## src/design/ssnf_pkg.sv

```systemverilog
// ----------------------------------------------------------------------------
// ssnf_pkg
// Types, codes and segment table shared by the number formatter modules.
// ----------------------------------------------------------------------------
package ssnf_pkg;

    // display mode codes
    localparam logic [1:0] MODE_DEC      = 2'd0;
    localparam logic [1:0] MODE_DEC_CODE = 2'd1;
    localparam logic [1:0] MODE_HEX      = 2'd2;
    localparam logic [1:0] MODE_RESERVED = 2'd3;

    // digit count codes
    localparam logic [2:0] DMODE_KEEP_MAX = 3'd3;
    localparam logic [2:0] DMODE_AUTO     = 3'd5;

    // decimal range limits
    localparam logic [15:0] DEC_MAX      = 16'd9999;
    localparam logic [15:0] DEC_CODE_MAX = 16'd999;

    // decimal weights
    localparam logic [15:0] W_THOUSANDS = 16'd1000;
    localparam logic [15:0] W_HUNDREDS  = 16'd100;
    localparam logic [15:0] W_TENS      = 16'd10;

    // leading zero masks for hexadecimal
    localparam logic [15:0] HEX_MASK_1 = 16'hFFF0;
    localparam logic [15:0] HEX_MASK_2 = 16'hFF00;
    localparam logic [15:0] HEX_MASK_3 = 16'hF000;

    localparam logic [7:0] DOT_BIT = 8'h80;

    localparam int NUM_DIGITS = 4;

    typedef logic [3:0] digit_t;

    // word moving through the decimal split stages
    typedef struct packed {
        logic [1:0]  mode;
        logic [15:0] value;
        logic [7:0]  code;
        logic [2:0]  digit_mode;
        logic [3:0]  dots;
        logic        reject;
        logic [9:0]  rem;
        digit_t      thousands;
        digit_t      hundreds;
    } work_t;

    // word handed from the split stages to the encoder
    typedef struct packed {
        logic [1:0]  mode;
        logic [15:0] value;
        logic [7:0]  code;
        logic [2:0]  digit_mode;
        logic [3:0]  dots;
        logic        reject;
        digit_t      thousands;
        digit_t      hundreds;
        digit_t      tens;
        digit_t      units;
    } split_word_t;

    // one decimal digit of v at the given weight, capped at nine
    function automatic digit_t dec_digit(input logic [15:0] v, input logic [15:0] weight);
        digit_t      d;
        logic [15:0] thr;
        d = 4'd0;
        for (int k = 1; k <= 9; k++) begin
            thr = 16'(k) * weight;
            if (v >= thr) begin
                d = 4'(k);
            end
        end
        return d;
    endfunction

    // seven-segment pattern, bit 0 segment a to bit 6 segment g
    function automatic logic [7:0] seg_glyph(input digit_t d);
        logic [7:0] s;
        case (d)
            4'h0: s = 8'h3F;
            4'h1: s = 8'h06;
            4'h2: s = 8'h5B;
            4'h3: s = 8'h4F;
            4'h4: s = 8'h66;
            4'h5: s = 8'h6D;
            4'h6: s = 8'h7D;
            4'h7: s = 8'h07;
            4'h8: s = 8'h7F;
            4'h9: s = 8'h6F;
            4'hA: s = 8'h77;
            4'hB: s = 8'h7C;
            4'hC: s = 8'h39;
            4'hD: s = 8'h5E;
            4'hE: s = 8'h79;
            4'hF: s = 8'h71;
            default: s = 8'h00;
        endcase
        return s;
    endfunction

endpackage

```

## src/design/ssnf_channels.sv

```systemverilog
// ----------------------------------------------------------------------------
// ssnf channels
// Valid/ready channel interfaces for the input word and the result word.
// ----------------------------------------------------------------------------
interface ssnf_in_if;
    logic        valid;
    logic        ready;
    logic [1:0]  mode;
    logic [15:0] value;
    logic [7:0]  code;
    logic [2:0]  digit_mode;
    logic [3:0]  dots;

    modport source (output valid, output mode, output value, output code,
                    output digit_mode, output dots, input ready);
    modport sink   (input valid, input mode, input value, input code,
                    input digit_mode, input dots, output ready);
endinterface

interface ssnf_out_if;
    logic       valid;
    logic       ready;
    logic [7:0] digit0_segments;
    logic [7:0] digit1_segments;
    logic [7:0] digit2_segments;
    logic [7:0] digit3_segments;
    logic       rejected;

    modport source (output valid, output digit0_segments, output digit1_segments,
                    output digit2_segments, output digit3_segments,
                    output rejected, input ready);
    modport sink   (input valid, input digit0_segments, input digit1_segments,
                    input digit2_segments, input digit3_segments,
                    input rejected, output ready);
endinterface

```

## src/design/seven_segment_number_formatter.sv

```systemverilog
// ----------------------------------------------------------------------------
// seven_segment_number_formatter
// Four-digit seven-segment formatter, decimal, decimal with code digit or hex.
// ----------------------------------------------------------------------------
// in_ch carries one word per value: mode, value, code, digit_mode and dots.
// out_ch returns one word per input word: four segment bytes, units first,
// and a reject flag that comes with all segment bytes at zero.
// Both channels move a word on a rising edge with valid and ready high.
// The path is four register stages: range check and thousands digit,
// hundreds digit, tens and units digits, then segment lookup and blanking
// into the output register, which a word passes through in that order. One
// word can be accepted every cycle while the receiver keeps ready high;
// the stage stall chain lets each stage hold one word.
// While the receiver holds ready low the output word stays put and the
// stages behind it keep filling; in_ch ready drops once all four hold a
// word. Reset empties every stage; no word is lost or repeated on a stall.
// ----------------------------------------------------------------------------
module seven_segment_number_formatter
    import ssnf_pkg::*;
(
    input  logic       clk,
    input  logic       rst_n,
    ssnf_in_if.sink    in_ch,
    ssnf_out_if.source out_ch
);

    logic        split_valid;
    logic        split_ready;
    split_word_t split_word;

    ssnf_split u_split (
        .clk       (clk),
        .rst_n     (rst_n),
        .in_ch     (in_ch),
        .out_valid (split_valid),
        .out_ready (split_ready),
        .out_word  (split_word)
    );

    ssnf_encode u_encode (
        .clk      (clk),
        .rst_n    (rst_n),
        .in_valid (split_valid),
        .in_ready (split_ready),
        .in_word  (split_word),
        .out_ch   (out_ch)
    );

    // a rejected word never lights a segment
    assert property (@(posedge clk) disable iff (!rst_n)
        (out_ch.valid && out_ch.rejected) |->
        ((out_ch.digit0_segments == 8'h00) && (out_ch.digit1_segments == 8'h00) &&
         (out_ch.digit2_segments == 8'h00) && (out_ch.digit3_segments == 8'h00)))
        else $error("rejected word with lit segments");

    // an empty or draining output stage means the whole path can take a word
    assert property (@(posedge clk) disable iff (!rst_n)
        (!out_ch.valid || out_ch.ready) |-> in_ch.ready)
        else $error("input stalled with free output stage");

    // a reserved mode word comes out rejected while the output keeps ready high
    assert property (@(posedge clk) disable iff (!rst_n)
        (in_ch.valid && in_ch.ready && (in_ch.mode == MODE_RESERVED))
        ##1 out_ch.ready ##1 out_ch.ready ##1 out_ch.ready
        |=> (out_ch.valid && out_ch.rejected))
        else $error("reserved mode word not rejected on time");

endmodule

```

## src/design/ssnf_split.sv

```systemverilog
// ----------------------------------------------------------------------------
// ssnf_split
// Three register stages that range-check the value and peel off the
// decimal digits: thousands, hundreds, then tens and units.
// ----------------------------------------------------------------------------
module ssnf_split
    import ssnf_pkg::*;
(
    input  logic          clk,
    input  logic          rst_n,
    ssnf_in_if.sink       in_ch,
    output logic          out_valid,
    input  logic          out_ready,
    output split_word_t   out_word
);

    logic        s1_valid_reg;
    work_t       s1_reg;
    work_t       s1_next;
    logic        s1_ready;

    logic        s2_valid_reg;
    work_t       s2_reg;
    work_t       s2_next;
    logic        s2_ready;

    logic        s3_valid_reg;
    split_word_t s3_reg;
    split_word_t s3_next;
    logic        s3_ready;

    digit_t      tens_digit;

    // stall chain: a stage takes a word when empty or when it drains
    assign s3_ready    = !s3_valid_reg || out_ready;
    assign s2_ready    = !s2_valid_reg || s3_ready;
    assign s1_ready    = !s1_valid_reg || s2_ready;
    assign in_ch.ready = s1_ready;

    // stage 1: range check and thousands digit
    always_comb
    begin
        s1_next.mode       = in_ch.mode;
        s1_next.value      = in_ch.value;
        s1_next.code       = in_ch.code;
        s1_next.digit_mode = in_ch.digit_mode;
        s1_next.dots       = in_ch.dots;
        s1_next.reject     = (in_ch.mode == MODE_RESERVED) ||
                             ((in_ch.mode == MODE_DEC) && (in_ch.value > DEC_MAX)) ||
                             ((in_ch.mode == MODE_DEC_CODE) && (in_ch.value > DEC_CODE_MAX));
        s1_next.thousands  = dec_digit(in_ch.value, W_THOUSANDS);
        s1_next.rem        = 10'(in_ch.value - 16'(s1_next.thousands) * W_THOUSANDS);
        s1_next.hundreds   = 4'd0;
    end

    // stage 2: hundreds digit
    always_comb
    begin
        s2_next          = s1_reg;
        s2_next.hundreds = dec_digit(16'(s1_reg.rem), W_HUNDREDS);
        s2_next.rem      = 10'(16'(s1_reg.rem) - 16'(s2_next.hundreds) * W_HUNDREDS);
    end

    // stage 3: tens and units digits
    always_comb
    begin
        tens_digit           = dec_digit(16'(s2_reg.rem), W_TENS);
        s3_next.mode         = s2_reg.mode;
        s3_next.value        = s2_reg.value;
        s3_next.code         = s2_reg.code;
        s3_next.digit_mode   = s2_reg.digit_mode;
        s3_next.dots         = s2_reg.dots;
        s3_next.reject       = s2_reg.reject;
        s3_next.thousands    = s2_reg.thousands;
        s3_next.hundreds     = s2_reg.hundreds;
        s3_next.tens         = tens_digit;
        s3_next.units        = 4'(16'(s2_reg.rem) - 16'(tens_digit) * W_TENS);
    end

    // valid bits
    always_ff @(posedge clk or negedge rst_n)
    begin
        if (!rst_n)
        begin
            s1_valid_reg <= 1'b0;
            s2_valid_reg <= 1'b0;
            s3_valid_reg <= 1'b0;
        end
        else
        begin
            if (s1_ready)
            begin
                s1_valid_reg <= in_ch.valid;
            end
            if (s2_ready)
            begin
                s2_valid_reg <= s1_valid_reg;
            end
            if (s3_ready)
            begin
                s3_valid_reg <= s2_valid_reg;
            end
        end
    end

    // stage data
    always_ff @(posedge clk)
    begin
        if (s1_ready && in_ch.valid)
        begin
            s1_reg <= s1_next;
        end
        if (s2_ready && s1_valid_reg)
        begin
            s2_reg <= s2_next;
        end
        if (s3_ready && s2_valid_reg)
        begin
            s3_reg <= s3_next;
        end
    end

    assign out_valid = s3_valid_reg;
    assign out_word  = s3_reg;

endmodule

```

## src/design/ssnf_encode.sv

```systemverilog
// ----------------------------------------------------------------------------
// ssnf_encode
// Segment lookup, dots, digit blanking and the output register.
// ----------------------------------------------------------------------------
module ssnf_encode
    import ssnf_pkg::*;
(
    input  logic          clk,
    input  logic          rst_n,
    input  logic          in_valid,
    output logic          in_ready,
    input  split_word_t   in_word,
    ssnf_out_if.source    out_ch
);

    logic       out_valid_reg;
    logic [7:0] seg_reg  [NUM_DIGITS];
    logic [7:0] seg_next [NUM_DIGITS];
    logic       rejected_reg;
    digit_t     nib [NUM_DIGITS];
    logic [2:0] keep;
    logic       hex_mode;

    assign in_ready = !out_valid_reg || out_ch.ready;
    assign hex_mode = (in_word.mode == MODE_HEX);

    // digit values for the selected radix
    always_comb
    begin
        for (int k = 0; k < NUM_DIGITS; k++)
        begin
            nib[k] = in_word.value[4*k +: 4];
        end
        if (!hex_mode)
        begin
            nib[0] = in_word.units;
            nib[1] = in_word.tens;
            nib[2] = in_word.hundreds;
            nib[3] = in_word.thousands;
        end
    end

    // number of low digits that stay lit
    always_comb
    begin
        keep = 3'd4;
        if (in_word.digit_mode == DMODE_AUTO)
        begin
            if (hex_mode)
            begin
                if ((in_word.value & HEX_MASK_1) == 16'd0)
                    keep = 3'd1;
                else if ((in_word.value & HEX_MASK_2) == 16'd0)
                    keep = 3'd2;
                else if ((in_word.value & HEX_MASK_3) == 16'd0)
                    keep = 3'd3;
            end
            else
            begin
                if (in_word.value < W_TENS)
                    keep = 3'd1;
                else if (in_word.value < W_HUNDREDS)
                    keep = 3'd2;
                else if (in_word.value < W_THOUSANDS)
                    keep = 3'd3;
            end
        end
        if (in_word.digit_mode inside {[3'd0:DMODE_KEEP_MAX]})
        begin
            keep = in_word.digit_mode;
        end
    end

    // glyphs with dots, code digit and blanking
    always_comb
    begin
        for (int k = 0; k < NUM_DIGITS; k++)
        begin
            seg_next[k] = seg_glyph(nib[k]) | (in_word.dots[k] ? DOT_BIT : 8'h00);
        end
        if (in_word.mode == MODE_DEC_CODE)
        begin
            seg_next[NUM_DIGITS-1] = in_word.code;
        end
        for (int k = 0; k < NUM_DIGITS; k++)
        begin
            // the code digit survives leading zero blanking
            if ((3'(k) >= keep) &&
                !((in_word.mode == MODE_DEC_CODE) && (k == NUM_DIGITS-1) &&
                  (in_word.digit_mode == DMODE_AUTO)))
            begin
                seg_next[k] = 8'h00;
            end
            if (in_word.reject)
            begin
                seg_next[k] = 8'h00;
            end
        end
    end

    // output valid
    always_ff @(posedge clk or negedge rst_n)
    begin
        if (!rst_n)
        begin
            out_valid_reg <= 1'b0;
        end
        else if (in_ready)
        begin
            out_valid_reg <= in_valid;
        end
    end

    // output word
    always_ff @(posedge clk)
    begin
        if (in_ready && in_valid)
        begin
            seg_reg      <= seg_next;
            rejected_reg <= in_word.reject;
        end
    end

    assign out_ch.valid           = out_valid_reg;
    assign out_ch.digit0_segments = seg_reg[0];
    assign out_ch.digit1_segments = seg_reg[1];
    assign out_ch.digit2_segments = seg_reg[2];
    assign out_ch.digit3_segments = seg_reg[3];
    assign out_ch.rejected        = rejected_reg;

endmodule
```

## src/flat_wrapper.sv

```systemverilog
// flat-port wrapper written by rule: the top's interface ports become plain ports
module seven_segment_number_formatter_flat import ssnf_pkg::*;
  (clk, rst_n, in_ch_valid, in_ch_mode, in_ch_value, in_ch_code, in_ch_digit_mode, in_ch_dots, in_ch_ready, out_ch_valid, out_ch_digit0_segments, out_ch_digit1_segments, out_ch_digit2_segments, out_ch_digit3_segments, out_ch_rejected, out_ch_ready);
  ssnf_in_if in_ch_i ();
  ssnf_out_if out_ch_i ();
  input  logic clk;
  input  logic rst_n;
  input wire logic [$bits(in_ch_i.valid)-1:0] in_ch_valid;
  input wire logic [$bits(in_ch_i.mode)-1:0] in_ch_mode;
  input wire logic [$bits(in_ch_i.value)-1:0] in_ch_value;
  input wire logic [$bits(in_ch_i.code)-1:0] in_ch_code;
  input wire logic [$bits(in_ch_i.digit_mode)-1:0] in_ch_digit_mode;
  input wire logic [$bits(in_ch_i.dots)-1:0] in_ch_dots;
  output wire logic [$bits(in_ch_i.ready)-1:0] in_ch_ready;
  output wire logic [$bits(out_ch_i.valid)-1:0] out_ch_valid;
  output wire logic [$bits(out_ch_i.digit0_segments)-1:0] out_ch_digit0_segments;
  output wire logic [$bits(out_ch_i.digit1_segments)-1:0] out_ch_digit1_segments;
  output wire logic [$bits(out_ch_i.digit2_segments)-1:0] out_ch_digit2_segments;
  output wire logic [$bits(out_ch_i.digit3_segments)-1:0] out_ch_digit3_segments;
  output wire logic [$bits(out_ch_i.rejected)-1:0] out_ch_rejected;
  input wire logic [$bits(out_ch_i.ready)-1:0] out_ch_ready;
  assign in_ch_i.valid = in_ch_valid;
  assign in_ch_i.mode = in_ch_mode;
  assign in_ch_i.value = in_ch_value;
  assign in_ch_i.code = in_ch_code;
  assign in_ch_i.digit_mode = in_ch_digit_mode;
  assign in_ch_i.dots = in_ch_dots;
  assign in_ch_ready = in_ch_i.ready;
  assign out_ch_valid = out_ch_i.valid;
  assign out_ch_digit0_segments = out_ch_i.digit0_segments;
  assign out_ch_digit1_segments = out_ch_i.digit1_segments;
  assign out_ch_digit2_segments = out_ch_i.digit2_segments;
  assign out_ch_digit3_segments = out_ch_i.digit3_segments;
  assign out_ch_rejected = out_ch_i.rejected;
  assign out_ch_i.ready = out_ch_ready;
  seven_segment_number_formatter u_core (.clk(clk), .rst_n(rst_n), .in_ch(in_ch_i), .out_ch(out_ch_i));
endmodule
```

## config.mk

```make
export PLATFORM = sky130hd
export DESIGN_NAME = seven_segment_number_formatter_flat
export DESIGN_NICKNAME = d
export VERILOG_FILES = /design/src/design/ssnf_pkg.sv /design/src/design/ssnf_channels.sv /design/src/design/seven_segment_number_formatter.sv /design/src/design/ssnf_split.sv /design/src/design/ssnf_encode.sv /design/src/flat_wrapper.sv
export SDC_FILE = /design/constraint.sdc
export NUM_CORES = 1
export LEC_CHECK = 0
export CORE_ASPECT_RATIO = 0.7
export CORE_MARGIN = 2
export CORE_UTILIZATION = 55
export CTS_BUF_LIST = sky130_fd_sc_hd__clkbuf_8
export DETAILED_ROUTE_END_ITERATION = 10
export DONT_BUFFER_PORTS = 1
export PLACE_DENSITY = 0.7
export SLEW_MARGIN = 10
export SYNTH_ARGS = -nofsm -noshare
export SYNTH_HDL_FRONTEND = slang
export SYNTH_SLANG_ARGS = --single-unit
```

## constraint.sdc

```tcl
create_clock -name clk -period 8.27 [get_ports clk]
set_clock_uncertainty 0.2 [all_clocks]
set_input_delay 0.4135 -clock clk [delete_from_list [all_inputs] [get_ports clk]]
set_output_delay 0.4135 -clock clk [all_outputs]
set_load 0.005 [all_outputs]
```

## Word-level counts from Yosys, hierarchy flattened

Memories as Yosys holds them, arrays and structs flattened.
Index checks and enable logic that the tools add are counted.

- $add $sub $neg: 3
- Multipliers: 3
- Order comparisons: 38
- Eq/ne operators: 5
- Muxes and demuxes: 42
- Bitwise logic cells: 4
- Reduce and logical (&&, ||, !) cells: 28

Operators with widths:

| cell | count |
|---|---|
| $mux W4 | 23 |
| $ge A16 B13 Y1 const B | 4 |
| $logic_not A16 Y1 | 3 |
| $ge A10 B10 Y1 const B | 4 |
| $ge A10 B7 Y1 const B | 4 |
| $mux W8 | 5 |
| $ge A16 B12 Y1 const B | 2 |
| $or A8 B8 Y8 | 4 |
| $ge A10 B6 Y1 const B | 3 |
| $ge A10 B9 Y1 const B | 3 |
| $mux W3 | 9 |
| $ge A10 B5 Y1 const B | 2 |
| $sub A10 B10 Y10 | 2 |
| $ge A16 B10 Y1 const B | 1 |
| $ge A16 B11 Y1 const B | 1 |
| $ge A16 B14 Y1 const B | 1 |
| $gt A16 B10 Y1 const B | 1 |
| $gt A16 B14 Y1 const B | 1 |
| $lt A16 B10 Y1 const B | 1 |
| $lt A16 B4 Y1 const B | 1 |
| $lt A16 B7 Y1 const B | 1 |
| $mux W16 | 1 |
| $ge A10 B4 Y1 const B | 1 |
| $ge A10 B8 Y1 const B | 1 |
| other kinds (18) | 44 |

- Flip-flop bits (word level): 187
- ROM bits: 448
- Input bits: 37
- Output and inout bits: 35
- Logic and storage cells: 163
- Memories: 4

Memory list:

| name | depth | width | read ports | clocked after memory_dff | write ports | line | text |
|---|---|---|---|---|---|---|---|
| (no name shown) | 16 | 7 | 1 | 0 | 0 | ssnf_pkg.sv:81 | `case (d)` |
| (no name shown) | 16 | 7 | 1 | 0 | 0 | ssnf_pkg.sv:81 |  |
| (no name shown) | 16 | 7 | 1 | 0 | 0 | ssnf_pkg.sv:81 |  |
| (no name shown) | 16 | 7 | 1 | 0 | 0 | ssnf_pkg.sv:81 |  |

## Logic depth before layout (Yosys ltp)

- Word-level depth: 12
- Depth in mapped cells: 18
- Mapped depth without buffers: 17

## Hierarchy

Synthesis repeated with hierarchy kept, for this count alone.

- Cells, all modules: 665
- Area total of the unflattened synthesis: 8,814.7 um2

By module, submodules not included:

| module | instances | cells an instance | area an instance (um2) | sequential area each (um2) |
|---|---|---|---|---|
| ssnf_split | 1 | 392 | 6,144.6 | 4,399.2 |
| ssnf_encode | 1 | 273 | 2,670.1 | 1,016.0 |

## Least setup slack after synthesis

OpenSTA, ideal clock, no wires.

- Path kind: input to register
- Start: input port in_ch_value[10]
- End: register u_core.u_split.s1_reg[17] (netlist name), data pin
- Setup time: 0.260 ns
- Arrival time: 3.928 ns
- Data required time: 7.810 ns
- Slack: 3.882 ns
- Stages: 16
- Path buffers: 1
- Path through: clkbuf_1 -> nand3_1 -> o31ai_1 -> or2_2 -> inv_1 -> fa_1 -> inv_1 -> fa_1 -> inv_1 -> ha_1 -> xnor2_1 -> ha_1 -> a21oi_1 -> o21ai_0 -> xnor2_1 -> xnor2_1

RTL lines:

| element | line | text |
|---|---|---|
| start: declaration | flat_wrapper.sv:10 | `input wire logic [$bits(in_ch_i.value)-1:0] in_ch_value;` |
| end signal: assignment | ssnf_split.sv:111 | `s1_reg <= s1_next;` |
| end: declaration | ssnf_split.sv:18 | `work_t s1_reg;` |

==> out/qor.csv <==
stage,metric,value,unit
status,run_status,completed,
global_routing,grt_start_max_net_pins,51,
timing,grt_setup_unrepaired,false,
logic_synthesis,async_sr_flop_fraction,2.21,%
logic_synthesis,number_of_synthesized_register_bits,181,
timing,report.final.hold_viol_count,0,
routing,post-route-drc-count,0,
power_and_ir_drop,irDropWorstVdd,217,µV
global_routing,antenna_found_initial,0,
routing,detail-route-antenna-nets,0,
timing,final_clock_period_utilization_by_the_worst_path,51.3,%
setup_path,crit_path_max_fanout,5,
floorplan,io_pins,72,
final_layout,area_growth_syn_to_layout,10.7,%
final_layout,largest_register_ffs,50,
global_routing,grt_overflow,0,
floorplan,die_area,17000,µm²
routing,drt_pre_antenna_iters,5,
clock_tree,postCtsSetupBuffers,0,
placement,dp_hpwl,11.0,mm
timing,finalWorstPathRequiredPeriod,4250,ps
timing,worst-slew-pin-transition,1160,ps
power_and_ir_drop,total_leakage_power,0.00361,µW
global_routing,grt_use_total,20.4,%
logic_synthesis,synth-edff-count,177,
clock_tree,clk_pin_slew_worst_paths,90,ps
final_layout,fin_area,9690,µm²
final_layout,post_route_cells_drive_above_1_share,6.89,%
timing,finalSetupViolations,0,
logic_synthesis,synth.avg_cell_area,13.3,µm²
final_layout,layout.cells.most_common,sky130_fd_sc_hd__edfxtp_1,
final_layout,num_antenna_cells,0,
floorplan,row_count,38,
timing,maxSlewHeadroom,22.9,%
final_layout,layout.filler_cells,1144,
clock_tree,worst_skew_pair.late_latency,450,ps
setup_path,worst_ep_arrival_time,4250,ps
routing,drt-initial-drc-count,433,
placement,portBuffers,0,
setup_path,critPathRequiredTime,8280,ps
logic_synthesis,synth_flop_cell,sky130_fd_sc_hd__edfxtp_1,
logic_synthesis,post_synth_inst_count,660,
routing,wire_per_inst,17.6,µm
setup_path,cp-start-kind,primary input,
global_routing,grt_first_pass_wirelength,26.3,mm
timing,final.setup.tns,0,ps
final_layout,fin_nets,799,
min_path,worstHoldPathType,primary input to asynchronous set/reset pin,
clock_tree,max-clock-path-buffers,2,
clock_tree,numClockSinks,181,
logic_synthesis,post_synth_instance_area,8760,µm²
routing,vias,5311,
setup_path,worstPathBufferInverterCount,3,
floorplan,core-area,15500,µm²
clock_tree,cts_tree,built,
floorplan,die-height,110,µm
run,maxCapViolations,0,
routing,viasPerCell,5.83,
logic_synthesis,postSynthNetCount,761,
final_layout,mostFrequentLayoutCells,"177 x sky130_fd_sc_hd__edfxtp_1, 56 x sky130_fd_sc_hd__ha_1, 52 x sky130_fd_sc_hd__nand2_1",
floorplan,die_width,155,µm
logic_synthesis,synth_cell_type_count,63,
timing,timing_max_transition_violations_final,0,
setup_path,crit_chain,nor4_1 -> o31a_1 -> a21oi_1 -> or2_2 -> inv_1 -> fa_1 -> inv_1 -> fa_1 -> inv_1 -> ha_1 -> xnor2_1 -> ha_1 -> a21oi_1 -> o21ai_0 -> xnor2_1 -> xnor2_1,
placement,placed_area,8950,µm²
floorplan,floorplan.initialDensity,56.3,%
logic_synthesis,synth.yosys.warnings,0,
setup_path,slowest_delay,680,ps
timing,max_freq,236,MHz
routing,routed_wl,16.1,mm
setup_path,timing.critical_path.to_type,register,
clock_tree,numCtsBuffers,17,
setup_path,worst-setup-path-type,primary input to register,
clock_tree,clk_root_buffer_cell,sky130_fd_sc_hd__clkbuf_8,
placement,gp_routability_congestion,0.884,
global_routing,first_global_vias,5308,
setup_path,timing.critical_path.slowest_stage_cell,sky130_fd_sc_hd__nor4_1,
power_and_ir_drop,pwr_density,312,nW/µm²
setup_path,crit_family,adder cells,
logic_synthesis,synth-seq-area-share,61.8,%
clock_tree,cts.htree.levels,4,
## routing by layer
| metal | wire (µm) | track usage, % |
|---|---|---|
| met5 | 0 | 0 |
| met4 | 394 | 9.26 |
| met3 | 865 | 4.69 |
| met2 | 7240 | 31.5 |
| met1 | 7580 | 28.0 |
## stage by stage
step	utilization (%)	hold WS [ps]	power, µW	setup WS (ps)	cells
2_1_floorplan	-	-82.1	2210	3880	660
3_3_place_gp	57.6	-82.0	2380	3800	844
3_5_place_dp	57.6	-82.0	2440	3650	844
4_1_cts	62.3	0.388	3040	4050	911
5_1_grt	62.3	18.3	3240	3750	911
6_report	62.3	33.0	3020	4020	911
## cell usage after synthesis (all sizes together) (4+ instances only)
| master | number | area share (%) |
|---|---|---|
| nand3b | 5 | 0.43 |
| nand4 | 5 | 0.36 |
| nor3 | 21 | 1.3 |
| nand3 | 10 | 0.57 |
| and2 | 7 | 0.50 |
| nor2 | 29 | 1.3 |
| mux2i | 18 | 2.1 |
| nand2b | 10 | 0.71 |
| xor2 | 5 | 0.50 |
| nor2b | 11 | 0.79 |
| o31ai | 8 | 0.69 |
| a31oi | 7 | 0.50 |
| a221oi | 4 | 0.40 |
| inv | 46 | 2.0 |
| nand2 | 52 | 2.2 |
| dfrtp | 4 | 1.1 |
| o21a | 4 | 0.34 |
| mux2 | 4 | 0.56 |
| nor4 | 7 | 0.67 |
| o211ai | 10 | 0.86 |
| or3 | 5 | 0.36 |
| xnor2 | 18 | 1.8 |
| buf | 7 | 0.46 |
| a21oi | 32 | 2.0 |
| o21ai | 30 | 1.7 |
| clkbuf | 11 | 0.47 |
| edfxtp | 177 | 61 |
| fa | 8 | 1.8 |
| a21o | 6 | 0.51 |
| ha | 56 | 8.0 |
## power by group
group          switching [µW]  internal [µW]  total [µW]  leakage (µW)
clock network             315            270         585      0.000193
registers                 102           1250        1360       0.00176
logic                     605            474        1080       0.00166
## kinds of logic after synthesis
family / synth area share (%)
fa+ha+maj: 9.83
compound gates: 10.5
simple gates: 9.78
xor+xnor: 2.30
buf+inv: 2.90
flops: 61.8
mux: 2.87
## timing repair
| action | 4_1_cts | 5_1_grt |
|---|---|---|
| hold buffers | 35 | 0 |
| hold endpoints to repair | 39 | 0 |
| gates resized for setup | 0 | 0 |
## worst paths after layout
kind / cells past startpoint / from / to / slack (ps)
max in group asynchronous: 1 / rst_n / u_core.u_split.s1_valid_reg / 7670
worst min register to register: 0 / u_core.u_split.s2_reg[26] / u_core.u_split.out_word[24] / 210
worst max-delay path: 16 / in_ch_value[14] / u_core.u_split.s1_reg[17] / 4020
worst max register to register: 13 / u_core.u_split.s1_reg[14] / u_core.u_split.s2_reg[17] / 4030
worst min-delay path: 1 / rst_n / u_core.u_encode.out_ch.valid / 30
min in group clk: 3 / out_ch_ready / u_core.u_split.out_valid / 40
## cell type report
cell class / count / area, µm² / share of cell area [%]
clock buffer: 17 / 234 / 2.41
clock inverter: 15 / 154 / 1.59
inverter: 46 / 173 / 1.78
multi-input combinational: 415 / 3100 / 32.0
sequential: 181 / 5420 / 55.9
tap: 200 / 250 / 2.58
timing repair buffer: 37 / 365 / 3.77
Note: power is estimated with default switching activity, not from simulation.
